<file path="src/rtl/trimmed_mean_window_filter_unit_assert.svh">
// assertion macros of the trimmed mean window filter, used by its controller
`ifndef TRIMMED_MEAN_WINDOW_FILTER_UNIT_ASSERT_SVH
`define TRIMMED_MEAN_WINDOW_FILTER_UNIT_ASSERT_SVH

// same-cycle implication, checked out of reset
`define TMWF_ASSERT_IMP(lbl, ante, cons, msg) \
  lbl: assert property (@(posedge clk) disable iff (!rst_n) (ante) |-> (cons)) else $error(msg);

// next-cycle implication, checked out of reset
`define TMWF_ASSERT_NXT(lbl, ante, cons, msg) \
  lbl: assert property (@(posedge clk) disable iff (!rst_n) (ante) |=> (cons)) else $error(msg);

`endif

</file>
<file path="src/rtl/tmwf_pkg.sv">
// shared types and constants of the trimmed mean window filter
package tmwf_pkg;

  localparam int SAMPLE_W = 12;

  typedef struct packed {
    logic acc;
    logic trim;
    logic div_step;
    logic load_out;
  } tmwf_cmd_t;

  typedef struct packed {
    logic last_pos;
  } tmwf_status_t;

endpackage

</file>
<file path="src/rtl/trimmed_mean_window_filter_unit.sv">
// top level of the trimmed mean window filter
// usage:
//   in_sample arrives on a valid/ready channel, one 12-bit reading per
//   transaction. every WINDOW_SIZE samples form a window; after the last one
//   the block delivers one out_filtered_value transaction holding
//   (sum - min - max) / (WINDOW_SIZE - 2), rounded down.
// timing:
//   a sample that does not close a window is taken while in_ready is high;
//   in_ready stays high for the next sample.
//   the closing sample is followed by a trim state, a reciprocal multiply
//   state and an output load state: the result shows up in the output
//   register as the load state ends, when in_ready also returns.
// reset:
//   synchronous, active low; clears the window and drops any pending result.
// stall:
//   the result waits in the output register while the next window
//   accumulates; only a second finished window waits for out_ready, with
//   in_ready held low until the first result is taken.
module trimmed_mean_window_filter_unit #(
  parameter int WINDOW_SIZE = 13
) (
  input  logic                          clk,
  input  logic                          rst_n,
  input  logic                          in_valid,
  output logic                          in_ready,
  input  logic [tmwf_pkg::SAMPLE_W-1:0] in_sample,
  output logic                          out_valid,
  input  logic                          out_ready,
  output logic [tmwf_pkg::SAMPLE_W-1:0] out_filtered_value
);
  import tmwf_pkg::*;

  // command and status between controller and datapath
  tmwf_cmd_t    cmd;
  tmwf_status_t status;

  tmwf_ctrl u_ctrl (
    .clk       (clk),
    .rst_n     (rst_n),
    .in_valid  (in_valid),
    .in_ready  (in_ready),
    .out_valid (out_valid),
    .out_ready (out_ready),
    .status_i  (status),
    .cmd_o     (cmd)
  );

  // window accumulators, reciprocal divider and output register
  tmwf_datapath #(
    .WINDOW_SIZE (WINDOW_SIZE)
  ) u_datapath (
    .clk                (clk),
    .rst_n              (rst_n),
    .in_sample          (in_sample),
    .cmd_i              (cmd),
    .status_o           (status),
    .out_filtered_value (out_filtered_value)
  );

endmodule

</file>
<file path="src/rtl/tmwf_ctrl.sv">
// controller state machine of the trimmed mean window filter
`include "trimmed_mean_window_filter_unit_assert.svh"

module tmwf_ctrl (
  input  logic                  clk,
  input  logic                  rst_n,
  input  logic                  in_valid,
  output logic                  in_ready,
  output logic                  out_valid,
  input  logic                  out_ready,
  input  tmwf_pkg::tmwf_status_t status_i,
  output tmwf_pkg::tmwf_cmd_t    cmd_o
);
  import tmwf_pkg::*;

  localparam logic [1:0] S_ACC  = 2'd0;
  localparam logic [1:0] S_TRIM = 2'd1;
  localparam logic [1:0] S_DIV  = 2'd2;
  localparam logic [1:0] S_OUT  = 2'd3;

  logic [1:0] state_r, state_nxt;
  logic       out_valid_r, out_valid_nxt;

  assign in_ready  = (state_r == S_ACC);
  assign out_valid = out_valid_r;

  always_comb begin
    state_nxt      = state_r;
    out_valid_nxt  = out_valid_r && !out_ready;
    cmd_o          = '0;
    unique case (state_r)
      S_ACC: begin
        cmd_o.acc = in_valid;
        if (in_valid && status_i.last_pos) begin
          state_nxt = S_TRIM;
        end
      end
      S_TRIM: begin
        cmd_o.trim = 1'b1;
        state_nxt  = S_DIV;
      end
      S_DIV: begin
        cmd_o.div_step = 1'b1;
        state_nxt      = S_OUT;
      end
      S_OUT: begin
        // wait for the output register to free up
        if (!out_valid_r || out_ready) begin
          cmd_o.load_out = 1'b1;
          out_valid_nxt  = 1'b1;
          state_nxt      = S_ACC;
        end
      end
      default: state_nxt = S_ACC;
    endcase
  end

  always_ff @(posedge clk) begin
    if (!rst_n) begin
      state_r     <= S_ACC;
      out_valid_r <= 1'b0;
    end else begin
      state_r     <= state_nxt;
      out_valid_r <= out_valid_nxt;
    end
  end

  `TMWF_ASSERT_NXT(a_last_blocks_input, cmd_o.acc && status_i.last_pos, !in_ready, "late input")
  `TMWF_ASSERT_NXT(a_trim_starts_div, cmd_o.trim, state_r == S_DIV, "divide did not follow trim")
  `TMWF_ASSERT_NXT(a_div_ends_out, cmd_o.div_step, state_r == S_OUT, "divide end lost")
  `TMWF_ASSERT_NXT(a_out_held, out_valid_r && !out_ready, out_valid_r, "result dropped")

endmodule

</file>
<file path="src/rtl/tmwf_datapath.sv">
// accumulators, reciprocal divider and output register of the filter
module tmwf_datapath #(
  parameter int WINDOW_SIZE = 13
) (
  input  logic                          clk,
  input  logic                          rst_n,
  input  logic [tmwf_pkg::SAMPLE_W-1:0] in_sample,
  input  tmwf_pkg::tmwf_cmd_t           cmd_i,
  output tmwf_pkg::tmwf_status_t        status_o,
  output logic [tmwf_pkg::SAMPLE_W-1:0] out_filtered_value
);
  import tmwf_pkg::*;

  localparam int SUM_W   = $clog2(WINDOW_SIZE * 4095 + 1);
  localparam int CNT_W   = $clog2(WINDOW_SIZE + 1);
  localparam int DIVISOR = (WINDOW_SIZE > 2) ? WINDOW_SIZE - 2 : 1;
  // rounded-up reciprocal, scaled so the product floor is the exact quotient
  localparam int RCP_SH  = SUM_W + $clog2(DIVISOR);
  localparam int RCP_W   = SUM_W + 1;
  localparam int PROD_W  = SUM_W + RCP_W;
  localparam longint RCP = ((longint'(1) << RCP_SH) + longint'(DIVISOR) - longint'(1))
                           / longint'(DIVISOR);
  localparam logic [RCP_W-1:0] RCP_V = RCP_W'(RCP);

  logic [CNT_W-1:0]    cnt_r;
  logic [SUM_W-1:0]    sum_r;
  logic [SAMPLE_W-1:0] min_r, max_r;
  logic [SUM_W-1:0]    trim_r;
  logic [SAMPLE_W-1:0] q_r;
  logic [SAMPLE_W-1:0] out_r;

  logic [SUM_W-1:0]    trimmed;
  logic [PROD_W-1:0]   prod;

  assign trimmed = sum_r - {{(SUM_W-SAMPLE_W){1'b0}}, min_r}
                         - {{(SUM_W-SAMPLE_W){1'b0}}, max_r};

  assign prod = {{RCP_W{1'b0}}, trim_r} * {{SUM_W{1'b0}}, RCP_V};

  assign status_o.last_pos = (cnt_r == CNT_W'(WINDOW_SIZE - 1));
  assign out_filtered_value = out_r;

  // window state
  always_ff @(posedge clk) begin
    if (!rst_n || cmd_i.trim) begin
      cnt_r <= '0;
      sum_r <= '0;
      min_r <= '1;
      max_r <= '0;
    end else if (cmd_i.acc) begin
      cnt_r <= cnt_r + CNT_W'(1);
      sum_r <= sum_r + {{(SUM_W-SAMPLE_W){1'b0}}, in_sample};
      if (in_sample < min_r) begin
        min_r <= in_sample;
      end
      if (in_sample > max_r) begin
        max_r <= in_sample;
      end
    end
  end

  // trimmed sum, then quotient from the reciprocal product
  always_ff @(posedge clk) begin
    if (cmd_i.trim) begin
      trim_r <= trimmed;
    end
  end

  always_ff @(posedge clk) begin
    if (cmd_i.div_step) begin
      q_r <= prod[RCP_SH +: SAMPLE_W];
    end
  end

  always_ff @(posedge clk) begin
    if (cmd_i.load_out) begin
      out_r <= q_r;
    end
  end

endmodule
</file>
<file path="config.mk">
export PLATFORM = sky130hd
export DESIGN_NAME = trimmed_mean_window_filter_unit
export DESIGN_NICKNAME = d
export VERILOG_FILES = /design/src/rtl/tmwf_pkg.sv /design/src/rtl/trimmed_mean_window_filter_unit.sv /design/src/rtl/tmwf_ctrl.sv /design/src/rtl/tmwf_datapath.sv
export VERILOG_INCLUDE_DIRS = /design/src /design/src/rtl
export SDC_FILE = /design/constraint.sdc
export NUM_CORES = 1
export LEC_CHECK = 0
export ABC_AREA = 1
export BUFFER_PORTS_ARGS = -buffer_cell sky130_fd_sc_hd__buf_4
export CAP_MARGIN = 15
export CORE_MARGIN = 5
export CORE_UTILIZATION = 35
export CTS_BUF_LIST = sky130_fd_sc_hd__clkbuf_16
export DETAILED_ROUTE_END_ITERATION = 10
export PLACE_DENSITY = 0.52
export REMOVE_ABC_BUFFERS = 1
export SLEW_MARGIN = 25
export SYNTH_ARGS = -nofsm -noshare
export SYNTH_HDL_FRONTEND = slang
export SYNTH_SLANG_ARGS = --single-unit
</file>
<file path="constraint.sdc">
create_clock -name clk -period 5.9 [get_ports clk]
set_input_delay 1.18 -clock clk [delete_from_list [all_inputs] [get_ports clk]]
set_output_delay 1.18 -clock clk [all_outputs]
set_load 0.02 [all_outputs]
</file>
# Yosys cells after proc, flatten, opt, wreduce, memory -nomap -nowiden

Cells that the tools add are included.

Input port bits: 16
Register bits: 87
Output and inout port bits: 14

$add $sub $neg: 4
Order comparisons: 2
Eq/ne operators: 6
Multiply operators: 1
Mux-type cells: 10
Reductions and logical operators: 11

Operators by type and width:

| operator                                                                 | count |
|---|---|
| 16-bit by 12-bit subtractor with 16-bit output                           | 2 |
| 16-bit by 16-bit multiplier with 31-bit output (second input constant)   | 1 |
| 16-bit by 12-bit adder with 16-bit output                                | 1 |
| 12-bit > comparator                                                      | 1 |
| 12-bit < comparator                                                      | 1 |
| 2-bit case mux with 4 select lines                                       | 1 |
| 1-bit two-way mux                                                        | 7 |
| 2-bit AND reduction                                                      | 3 |
| 4-bit by 1-bit adder with 4-bit output (second input constant)           | 1 |
| 2-bit == test (second input constant)                                    | 2 |
| 4-bit == test (second input constant)                                    | 1 |
| 2-bit two-way mux                                                        | 2 |
| 2-bit by 1-bit inequality test with 1-bit output (second input constant) | 2 |
| 1-bit zero test                                                          | 3 |
| 2-bit by 1-bit == test with 1-bit output (second input constant)         | 1 |
| 1-bit logical AND                                                        | 2 |
| 2-bit zero test                                                          | 1 |
| 1-bit logical OR                                                         | 2 |

# Logic depth before layout (Yosys ltp)

Gate-level depths: netlist (run 1).

Word-level depth: 4
Gate-level depth with buffers: 22
Depth with buffers taken out: 22

# Modules after synthesis

Synthesis (run 1) repeated with hierarchy kept, for this count alone.

Cells, all modules: 1418
Area, all modules: 11210.8 um^2

By module, submodules not included:

| module        | cells an instance | seq. area each (um^2) | area each (um^2) | times used |
|---|---|---|---|---|
| tmwf_datapath | 1389              | 2082.0                | 11003.1          | 1 |
| tmwf_ctrl     | 29                | 60.1                  | 207.7            | 1 |

# Worst setup path after synthesis (run 1)

Ideal clock, no wire load.

Path type: register to register
From: register u_datapath.trim_r[4]
To: register u_datapath.q_r[11] (data pin)
Arrival: 4665 ps
Clock period less this slack: 4917 ps
Stages on the path, launching flop included: 20
Buffers on the path: 0
Slack: 983 ps
Cell sequence: edfxtp_1 ha_1 inv_1 fa_1 inv_1 fa_1 inv_1 fa_1 inv_1 fa_1 fa_1 ha_1 nand2_1 nor2_1 inv_1 nor2_2 and2_1 nand2_1 nand3_1 nand2_1

Longest elaborated chain between the ends: 1

Ends and longest elaborated chain:

| item                                           | line                | text |
|---|---|---|
| from (decl)                                    | tmwf_datapath.sv:28 | `logic [SUM_W-1:0] trim_r;` |
| from (signal assigned)                         | tmwf_datapath.sv:65 | `trim_r <= trimmed;` |
| 16-bit by 16-bit multiplier with 31-bit output | tmwf_datapath.sv:38 | `assign prod = {{RCP_W{1'b0}}, trim_r} * {{SUM_W{1'b0}}, RCP_V};` |
| named net u_datapath.prod[31]                  | tmwf_datapath.sv:33 | `logic [PROD_W-1:0] prod;` |
| to (signal assigned)                           | tmwf_datapath.sv:71 | `q_r <= prod[RCP_SH +: SAMPLE_W];` |
| to (decl)                                      | tmwf_datapath.sv:29 | `logic [SAMPLE_W-1:0] q_r;` |

The timed path passes the listed nets, and every way through them passes these cells.
A chain may end at the register's enable or synchronous reset.

# Worst setup path in the final report (run 1)

From: register u_datapath.trim_r[6]
To: register u_datapath.q_r[7] (data pin)

The elaborated chain is that of the path after synthesis.

==> results of run 1 <==
worst max-delay path, cell delays in order, from the launching register on:
cell,delay (ns)
edfxtp_1,0.62
ha_1,0.39
inv_1,0.05
fa_1,0.53
inv_1,0.06
fa_1,0.52
inv_1,0.05
fa_1,0.53
inv_1,0.05
fa_1,0.51
fa_1,0.49
ha_1,0.36
nand2_1,0.15
nor2_1,0.19
nand2_1,0.09
nor3b_1,0.19
nand2_1,0.09
nand4_1,0.09
nand2_1,0.06
area by class of cell:
cell class / instances / share of cell area, %
clock buffers: 9 / 1.840
flip-flops and latches: 87 / 17.50
repair buffers: 39 / 2.392
well taps: 402 / 4.110
multi-input cells: 985 / 63.13
clock inverters: 7 / 0.5930
inverters: 340 / 10.43
cells in the final DEF (no fill, tap or decap), types with 17 or more instances in the layout:
cell | Yosys | final
inv_1 | 334 | 335
nand2_1 | 305 | 305
ha_1 | 198 | 198
fa_1 | 108 | 108
nor2_1 | 103 | 102
nand3_1 | 93 | 93
a21oi_1 | 73 | 73
dfxtp_1 | 47 | 47
edfxtp_1 | 40 | 40
buf_4 | 4 | 39
o21ai_0 | 20 | 20
xor2_1 | 17 | 17
cell usage after synthesis, drive strengths merged:
cell type / number / area [µm²]
a31oi: 1 / 6.260
inv: 339 / 1272
nor3b: 2 / 15.01
clkinv: 1 / 3.750
o21ai: 25 / 125.1
and2: 4 / 25.02
fa: 108 / 2162
or2: 1 / 6.260
nand4: 9 / 56.30
o21a: 2 / 15.01
buf: 12 / 76.32
ha: 198 / 2477
nand2: 307 / 1157
nand3b: 2 / 15.01
a21o: 5 / 37.54
o31ai: 1 / 7.510
a21oi: 73 / 365.4
nand3: 95 / 485.5
nor3: 9 / 45.04
clkbuf: 2 / 7.510
xor2: 17 / 148.9
nor4: 1 / 6.260
nor2: 106 / 410.4
o211ai: 6 / 45.04
a211oi: 1 / 12.51
edfxtp: 40 / 1201
dfxtp: 47 / 940.9
o21bai: 5 / 37.54
xnor2: 7 / 61.31
logic make-up (layout without fill, tap and decap cells):
| kind of cell | Yosys count | count (layout) | synth area share (%) |
|---|---|---|---|
| simple gates | 536 | 536 | 19.79 |
| buf+inv | 354 | 395 | 12.12 |
| fa+ha+maj | 306 | 306 | 41.33 |
| compound gates | 119 | 119 | 5.807 |
| flops | 87 | 87 | 19.08 |
| xor+xnor | 24 | 24 | 1.872 |
worst paths after layout:
path	startpoint	to	slack, ns	cells past startpoint
worst min-delay path	u_datapath.q_r[5]	u_datapath.out_filtered_value[5]	0.42	0
worst max-delay path	u_datapath.trim_r[6]	u_datapath.q_r[7]	0.61	18
worst max register to register	u_datapath.trim_r[6]	u_datapath.q_r[7]	0.61	18
worst min register to register	u_datapath.q_r[5]	u_datapath.out_filtered_value[5]	0.42	0
state kept, by name (all words and copies together), names as in the netlist, 2 cells and up:
name and count:
u_datapath.trim_r 16, u_datapath.q_r 12, u_ctrl.state_r 2, u_datapath.out_filtered_value 12, u_datapath.sum_r 16, u_datapath.min_r 12, u_datapath.cnt_r 4, u_datapath.max_r 12
routing by layer:
| metal | share of wire (%) | up-vias |
|---|---|---|
| met5 | 0 | - |
| met4 | 1.8 | 0 |
| met3 | 2.2 | 27 |
| met2 | 50 | 86 |
| met1 | 46 | 3953 |
| li1 | - | 4519 |
power by group through the flow:
stage                     clock (µW)  sequential, µW  combinational, µW
after floorplan                    0             717                507
after global placement             0             721                669
after global routing             657             712                776
after detailed placement           0             722                672
after CTS                        632             708                677
final                            606             708                670
metrics by stage:
step	setup WS [ns]	utilization (%)
finish	0.6107	38.68
global route	0.2558	38.68
CTS	0.6033	38.68
detailed placement	0.6420	37.74
global placement	0.6835	37.74
floorplan	0.9826	-
==> results.json, run 1 <==
{
  "grt_first_pass_wirelength_mm": 43.76,
  "fp.coreArea_um2": 31640,
  "synth_area_per_cell_um2": 7.872,
  "std_cell_rows": 65,
  "antenna_found_initial": 0,
  "final_antenna_net_count": 0,
  "initial_core_util_pct": 35.48,
  "worst_pin_slew_ns": 0.7590,
  "drive_gt1_share_pct": 4.703,
  "use_met1_pct": 18.62,
  "grt_max_degree": 39,
  "netlist_instances": 1426,
  "cts_root_buffer": "clkbuf_16",
  "ir_drop_v": 0.0001315,
  "status": "finished clean",
  "cellInternalPower_uw": 1270,
  "ctsResizeCount": 0,
  "first_global_vias": 8996,
  "io_pins": 30,
  "finalSetupTns_ns": 0,
  "fillers": 3255,
  "power_frac_seq_pct": 35.7,
  "p_sw_share_pct": 35.99,
  "instances_no_fill": 1869,
  "p_per_area_nw_per_um2": 162.1,
  "drv_cap": 0,
  "area.sequential_um2": 2142,
  "crit_path_max_fanout": 10,
  "final_nets": 1784,
  "grt_use_total_pct": 15.12,
  "grt-ovfl-total": 0,
  "chipWidth_um": 189.1,
  "cts.sinks": 87,
  "path_clk_slew_ns": 0.07,
  "setup_violations": 0,
  "design_area_um2": 12240,
  "finClkSkew_ns": 0.009571,
  "gr-max-usage-layer": "met2",
  "synth_area_um2": 11230,
  "drc_errors": 0,
  "start_kind": "flop",
  "yosys.cell_types.count": 37,
  "fin_crit_ns": 5.289,
  "path_class": "flop to flop",
  "max-clock-path-buffers": 2,
  "dp.cells": 1853,
  "rsz0062_at_grt": "no",
  "vias": 8585,
  "htreeDepth": 3,
  "globalRouteMet2Util_pct": 27.71,
  "place_area_um2": 11940,
  "endpoint_kind": "flop",
  "p_switching_uw": 713.9,
  "met3_usage_pct": 2.083,
  "cts_buffers": 9,
  "cp.required_ns": 6.03,
  "hold_violations": 0,
  "ys_warn_count": 0,
  "die-area_um2": 35760,
  "avgRoutedWirePerCell_um": 13.71,
  "finalWirelength_mm": 25.62,
  "hp-class": "flop to flop",
  "crit_arrival_ns": 5.42,
  "drt-pass1-iter-count": 6,
  "clkPwrFrac_pct": 30.6,
  "clock.fmax_ghz": 0.1891,
  "die_y_um": 189.1,
  "antenna_cells": 0,
  "ys_ff_latch": 87,
  "p_leak_uw": 0.006717,
  "drt_iter0_markers": 324,
  "cts_tree": "yes",
  "portBuffers": 29,
  "clk_latency_ns": 0.38,
  "vias_per_cell": 4.593,
  "cts_setup_buffers": 0,
  "place_congestion": 0.8809,
  "area_growth_pct": 9.017,
  "postCtsHoldBufs": 0,
  "ys_seq_area_share_pct": 19.08,
  "fin_crit_sh_pct": 89.65,
  "maxSlewViolCount": 0,
  "multi_input_area_um2": 7726,
  "combPwrFrac_pct": 33.8,
  "whs_ns": 0.4200,
  "slew_headroom_pct": 49.40,
  "dpl.hpwl_mm": 21.88,
  "power.total_uw": 1984
}
No activity file was read; power rests on OpenSTA's default activity.
==> run 2, diff against run 1 <==
--- a/config.mk
+++ b/config.mk
@@ -11,7 +11,7 @@
 export CAP_MARGIN = 15
 export CORE_MARGIN = 5
 export CORE_UTILIZATION = 35
-export CTS_BUF_LIST = sky130_fd_sc_hd__clkbuf_16
+export CTS_BUF_LIST = sky130_fd_sc_hd__clkbuf_4 sky130_fd_sc_hd__clkbuf_8 sky130_fd_sc_hd__clkbuf_16
 export DETAILED_ROUTE_END_ITERATION = 10
 export PLACE_DENSITY = 0.52
 export REMOVE_ABC_BUFFERS = 1
==> results.json, run 2 (synthesis gave the netlist of run 1 again) <==
{
  "status": "finished clean",
  "p_per_area_nw_per_um2": 162.6,
  "endpoint_kind": "flop",
  "path_clk_slew_ns": 0.07,
  "cts_buffers": 9,
  "cts_tree": "yes",
  "htreeDepth": 3,
  "whs_endpoint": "u_datapath.out_filtered_value[5]",
  "drt-pass1-iter-count": 5,
  "grt_use_total_pct": 15.12,
  "finClkSkew_ns": 0.01017,
  "final_common_cell": "inv_1",
  "io_pins": 30,
  "initial_core_util_pct": 35.48,
  "std_cell_rows": 65,
  "antenna_found_initial": 0,
  "whs_ns": 0.4200,
  "pre_cts_ws_ns": 0.6420,
  "place_congestion": 0.8809,
  "drt_iter0_markers": 324,
  "first_global_vias": 8998,
  "setup_ws_ns": 0.5946,
  "drv_cap": 0,
  "met3_usage_pct": 2.083,
  "final_cell_mix": "334 x inv_1, 305 x nand2_1, 198 x ha_1",
  "crit_arrival_ns": 5.43,
  "rsz0062_at_grt": "no",
  "crit_path_max_fanout": 10,
  "design_area_um2": 12240,
  "rrSetupSlack_ns": 0.59,
  "fin_crit_ns": 5.305,
  "cts.sinks": 87,
  "min_path_cells": 0,
  "final_nets": 1784,
  "vias_per_cell": 4.590,
  "drc_errors": 0,
  "grt-ovfl-total": 0,
  "die_y_um": 189.1,
  "gr-max-usage-layer": "met2",
  "p_leak_uw": 0.006716,
  "globalRouteMet2Util_pct": 27.71,
  "clock.fmax_ghz": 0.1885,
  "portBuffers": 29,
  "hp-class": "flop to flop",
  "avgRoutedWirePerCell_um": 13.69,
  "ctsResizeCount": 0,
  "ir_drop_v": 0.0001349,
  "die-area_um2": 35760,
  "clk_latency_ns": 0.38,
  "cts_setup_buffers": 0,
  "place_area_um2": 11940,
  "timing.rr.start": "u_datapath.trim_r[6]",
  "grt_first_pass_wirelength_mm": 43.77,
  "use_met1_pct": 18.62,
  "postCtsHoldBufs": 0,
  "hold_violations": 0,
  "rr_worst_depth": 18,
  "setup_violations": 0,
  "start_kind": "flop",
  "fin_util_pct": 38.69,
  "path_class": "flop to flop",
  "area_growth_pct": 9.050,
  "maxSlewViolCount": 0,
  "max-clock-path-buffers": 2,
  "drive_gt1_share_pct": 4.772,
  "finalSetupTns_ns": 0,
  "chipWidth_um": 189.1,
  "r2r-end": "u_datapath.q_r[7]",
  "grt_max_degree": 39,
  "finalWirelength_mm": 25.60,
  "antenna_cells": 0,
  "worst_pin_slew_ns": 0.7590,
  "fin_crit_sh_pct": 89.92,
  "final_antenna_net_count": 0,
  "cts_root_buffer": "clkbuf_16",
  "dpl.hpwl_mm": 21.88,
  "vias": 8578,
  "fp.coreArea_um2": 31640,
  "slew_headroom_pct": 49.40,
  "reg_top3": "u_datapath.sum_r: 16 flops, u_datapath.trim_r: 16 flops",
  "min-delay-start": "u_datapath.q_r[5]",
  "cp.required_ns": 6.03
}
run 2: cell types whose count changed in the layout (fill, tap and decap cells not counted), sizes merged:
cell and change:
clkbuf +1, inv -1
run 2: per-layer routing:
layer	vias to the layer above	wire length, µm	part of all wire [%]
li1	4519	-	-
met1	3957	11900	46
met2	73	12720	50
met3	29	512	2.0
met4	0	462	1.8
met5	-	0	0
run 2: how the worst max path moves through the flow:
stage,start,endpoint,slack (ns)
2_1_floorplan,u_datapath.trim_r[4],u_datapath.q_r[11],0.98
3_3_place_gp,u_datapath.trim_r[6],u_datapath.q_r[11],0.68
3_5_place_dp,u_datapath.trim_r[6],u_datapath.q_r[11],0.64
4_1_cts,u_datapath.trim_r[6],u_datapath.q_r[7],0.60
5_1_grt,u_datapath.trim_r[6],u_datapath.q_r[7],0.26
6_report,u_datapath.trim_r[6],u_datapath.q_r[7],0.59
run 2: final cells by class:
type | count | area, µm²
Clock buffer | 10 | 232.7
Timing Repair Buffer | 39 | 292.8
Tap cell | 402 | 503.0
Fill cell | 3251 | 19390
Sequential cell | 87 | 2142
Multi-Input combinational cell | 985 | 7726
Inverter | 340 | 1276
Clock inverter | 6 | 68.82
run 2: through the flow:
| step | instances | power [µW] |
|---|---|---|
| after CTS | 1869 | 2023 |
| after global placement | 1853 | 1390 |
| after detailed placement | 1853 | 1394 |
| after global routing | 1869 | 2150 |
| after floorplan | 1412 | 1223 |
| final | 1869 | 1990 |
run 2: where the power goes:
| group | total, µW | internal (µW) | switching, µW |
|---|---|---|---|
| sequential | 708 | 687 | 21.3 |
| clock | 613 | 337 | 276 |
| combinational | 669 | 252 | 417 |
run 2: worst max-delay path, stage by stage (launching register included):
cell and delay (ns):
edfxtp_1 0.62, ha_1 0.39, inv_1 0.05, fa_1 0.53, inv_1 0.06, fa_1 0.52, inv_1 0.05, fa_1 0.53
inv_1 0.05, fa_1 0.51, fa_1 0.49, ha_1 0.36, nand2_1 0.15, nor2_1 0.20, nand2_1 0.10, nor3b_1 0.20
nand2_1 0.09, nand4_1 0.09, nand2_1 0.06
==> run 3, diff against run 2 <==
--- a/config.mk
+++ b/config.mk
@@ -9,11 +9,13 @@
 export ABC_AREA = 1
 export BUFFER_PORTS_ARGS = -buffer_cell sky130_fd_sc_hd__buf_4
 export CAP_MARGIN = 15
+export CELL_PAD_IN_SITES_DETAIL_PLACEMENT = 1
+export CELL_PAD_IN_SITES_GLOBAL_PLACEMENT = 1
 export CORE_MARGIN = 5
 export CORE_UTILIZATION = 35
 export CTS_BUF_LIST = sky130_fd_sc_hd__clkbuf_4 sky130_fd_sc_hd__clkbuf_8 sky130_fd_sc_hd__clkbuf_16
 export DETAILED_ROUTE_END_ITERATION = 10
-export PLACE_DENSITY = 0.52
+export PLACE_DENSITY = 0.64
 export REMOVE_ABC_BUFFERS = 1
 export SLEW_MARGIN = 25
 export SYNTH_ARGS = -nofsm -noshare
==> constraint.sdc (replaced) <==
create_clock -name clk -period 5.9 [get_ports clk]
set_input_delay 1.18 -clock clk [delete_from_list [all_inputs] [get_ports clk]]
set_output_delay 1.18 -clock clk [all_outputs]
set_load 0.005 [all_outputs]
==> results.json, run 3 (synthesis gave the netlist of run 1 again) <==
{
  "finalWirelength_mm": 29.40,
  "power.total_uw": 2047,
  "met3_usage_pct": 2.212,
  "grt_first_pass_wirelength_mm": 50.42,
  "max_stage_delay_ns": 0.61,
  "grt_use_total_pct": 17.61,
  "hp-class": "flop to flop",
  "setup_violations": 0,
  "start_kind": "flop",
  "worst_pin_slew_ns": 0.7917,
  "fillers": 3880,
  "globalRouteMet2Util_pct": 33.45,
  "cts.sinks": 87,
  "die_y_um": 189.1,
  "htreeDepth": 3,
  "clock.fmax_ghz": 0.1876,
  "min-delay-start": "u_datapath.q_r[0]",
  "final_common_cell": "inv_1",
  "area_growth_pct": 8.983,
  "drc_errors": 0,
  "endpoint_kind": "flop",
  "path_cells": "ha_1, inv_1, fa_1, inv_1, fa_1, inv_1, fa_1, inv_1, fa_1, fa_1, ha_1, nand2_1, nor2_1, nand2_1, nor3b_1, nand2_1, nand4_1, nand2_1",
  "p_leak_uw": 0.006701,
  "cp_common_cell": "fa_1",
  "fin_crit_sh_pct": 90.34,
  "drv_cap": 0,
  "cp_slowest_cell": "edfxtp_1",
  "die-area_um2": 35760,
  "use_met1_pct": 21.41,
  "place_congestion": 0.8408,
  "chipWidth_um": 189.1,
  "avgRoutedWirePerCell_um": 15.76,
  "final_nets": 1781,
  "cp.required_ns": 6.02,
  "slew_headroom_pct": 47.22,
  "reg_top3": "u_datapath.sum_r: 16 flops, u_datapath.trim_r: 16 flops",
  "timing.rr.start": "u_datapath.trim_r[4]",
  "whs_endpoint": "u_datapath.out_filtered_value[0]",
  "cts_buffers": 9,
  "first_global_vias": 9975,
  "path_class": "flop to flop",
  "fp.coreArea_um2": 31640,
  "rsz0062_at_grt": "no",
  "postCtsHoldBufs": 0,
  "grt-ovfl-total": 0,
  "crit_family": "adder cells",
  "antenna_found_initial": 0,
  "r2r-end": "u_datapath.q_r[7]",
  "ir_drop_v": 0.0002484,
  "whs_ns": 0.4195,
  "critical_path_buf_inv_count": 4,
  "final_antenna_net_count": 0,
  "gr-max-usage-layer": "met2",
  "rr_worst_depth": 18,
  "dpl.hpwl_mm": 25.52,
  "maxSlewViolCount": 0,
  "finClkSkew_ns": 0.01153,
  "std_cell_rows": 65,
  "cts_setup_buffers": 0,
  "path_clk_slew_ns": 0.07,
  "setup_ws_ns": 0.5699,
  "finalSetupTns_ns": 0,
  "fin_crit_ns": 5.330,
  "hold_violations": 0,
  "grt_max_degree": 39,
  "drt_iter0_markers": 201,
  "max-clock-path-buffers": 2,
  "drive_gt1_share_pct": 4.440,
  "crit_arrival_ns": 5.45,
  "drt-pass1-iter-count": 4,
  "cts_tree": "yes",
  "rrSetupSlack_ns": 0.57,
  "clk_latency_ns": 0.37,
  "io_pins": 30,
  "cts_root_buffer": "clkbuf_16",
  "pre_cts_ws_ns": 0.5395,
  "crit_path_max_fanout": 10,
  "min_path_cells": 0,
  "p_per_area_nw_per_um2": 167.3,
  "vias": 8856,
  "portBuffers": 29,
  "vias_per_cell": 4.746,
  "status": "finished clean",
  "antenna_cells": 0,
  "ctsResizeCount": 0,
  "initial_core_util_pct": 35.48,
  "final_cell_mix": "334 x inv_1, 305 x nand2_1, 198 x ha_1"
}
## run 3: area by class of cell
class	instances	area [µm²]	area share, %
multi-input cells	985	7726	63.15
inverters	340	1276	10.43
clock inverters	6	83.83	0.6852
repair buffers	36	270.3	2.209
well taps	402	503.0	4.111
clock buffers	10	232.7	1.902
flip-flops and latches	87	2142	17.51
## run 3: layer usage
| metal | wire, µm | part of all wire [%] |
|---|---|---|
| met5 | 0 | 0 |
| met3 | 438 | 1.5 |
| met1 | 13310 | 45 |
| met2 | 15330 | 52 |
| met4 | 327 | 1.1 |
## run 3: worst max-delay path by stage
stage                                     from                 end  slack [ns]  cells after the start
after global routing      u_datapath.trim_r[4]  u_datapath.q_r[11]        0.20                     19
after detailed placement  u_datapath.trim_r[4]   u_datapath.q_r[7]        0.54                     18
after global placement    u_datapath.trim_r[4]  u_datapath.q_r[11]        0.65                     19
final                     u_datapath.trim_r[4]   u_datapath.q_r[7]        0.57                     18
after CTS                 u_datapath.trim_r[4]   u_datapath.q_r[7]        0.52                     18
after floorplan           u_datapath.trim_r[4]  u_datapath.q_r[11]        0.98                     19
## run 3: stage by stage
stage	std cells	utilization (%)	area (µm²)
floorplan	1412	-	11140
global placement	1850	37.67	11920
global route	1866	38.67	12230
finish	1866	38.67	12230
CTS	1866	38.67	12230
detailed placement	1850	37.67	11920
## run 3: where the power goes
part | leakage [µW] | internal [µW] | switching (µW)
registers | 0.000747 | 687 | 22.8
clock network | 0.000152 | 375 | 267
logic | 0.00580 | 252 | 443
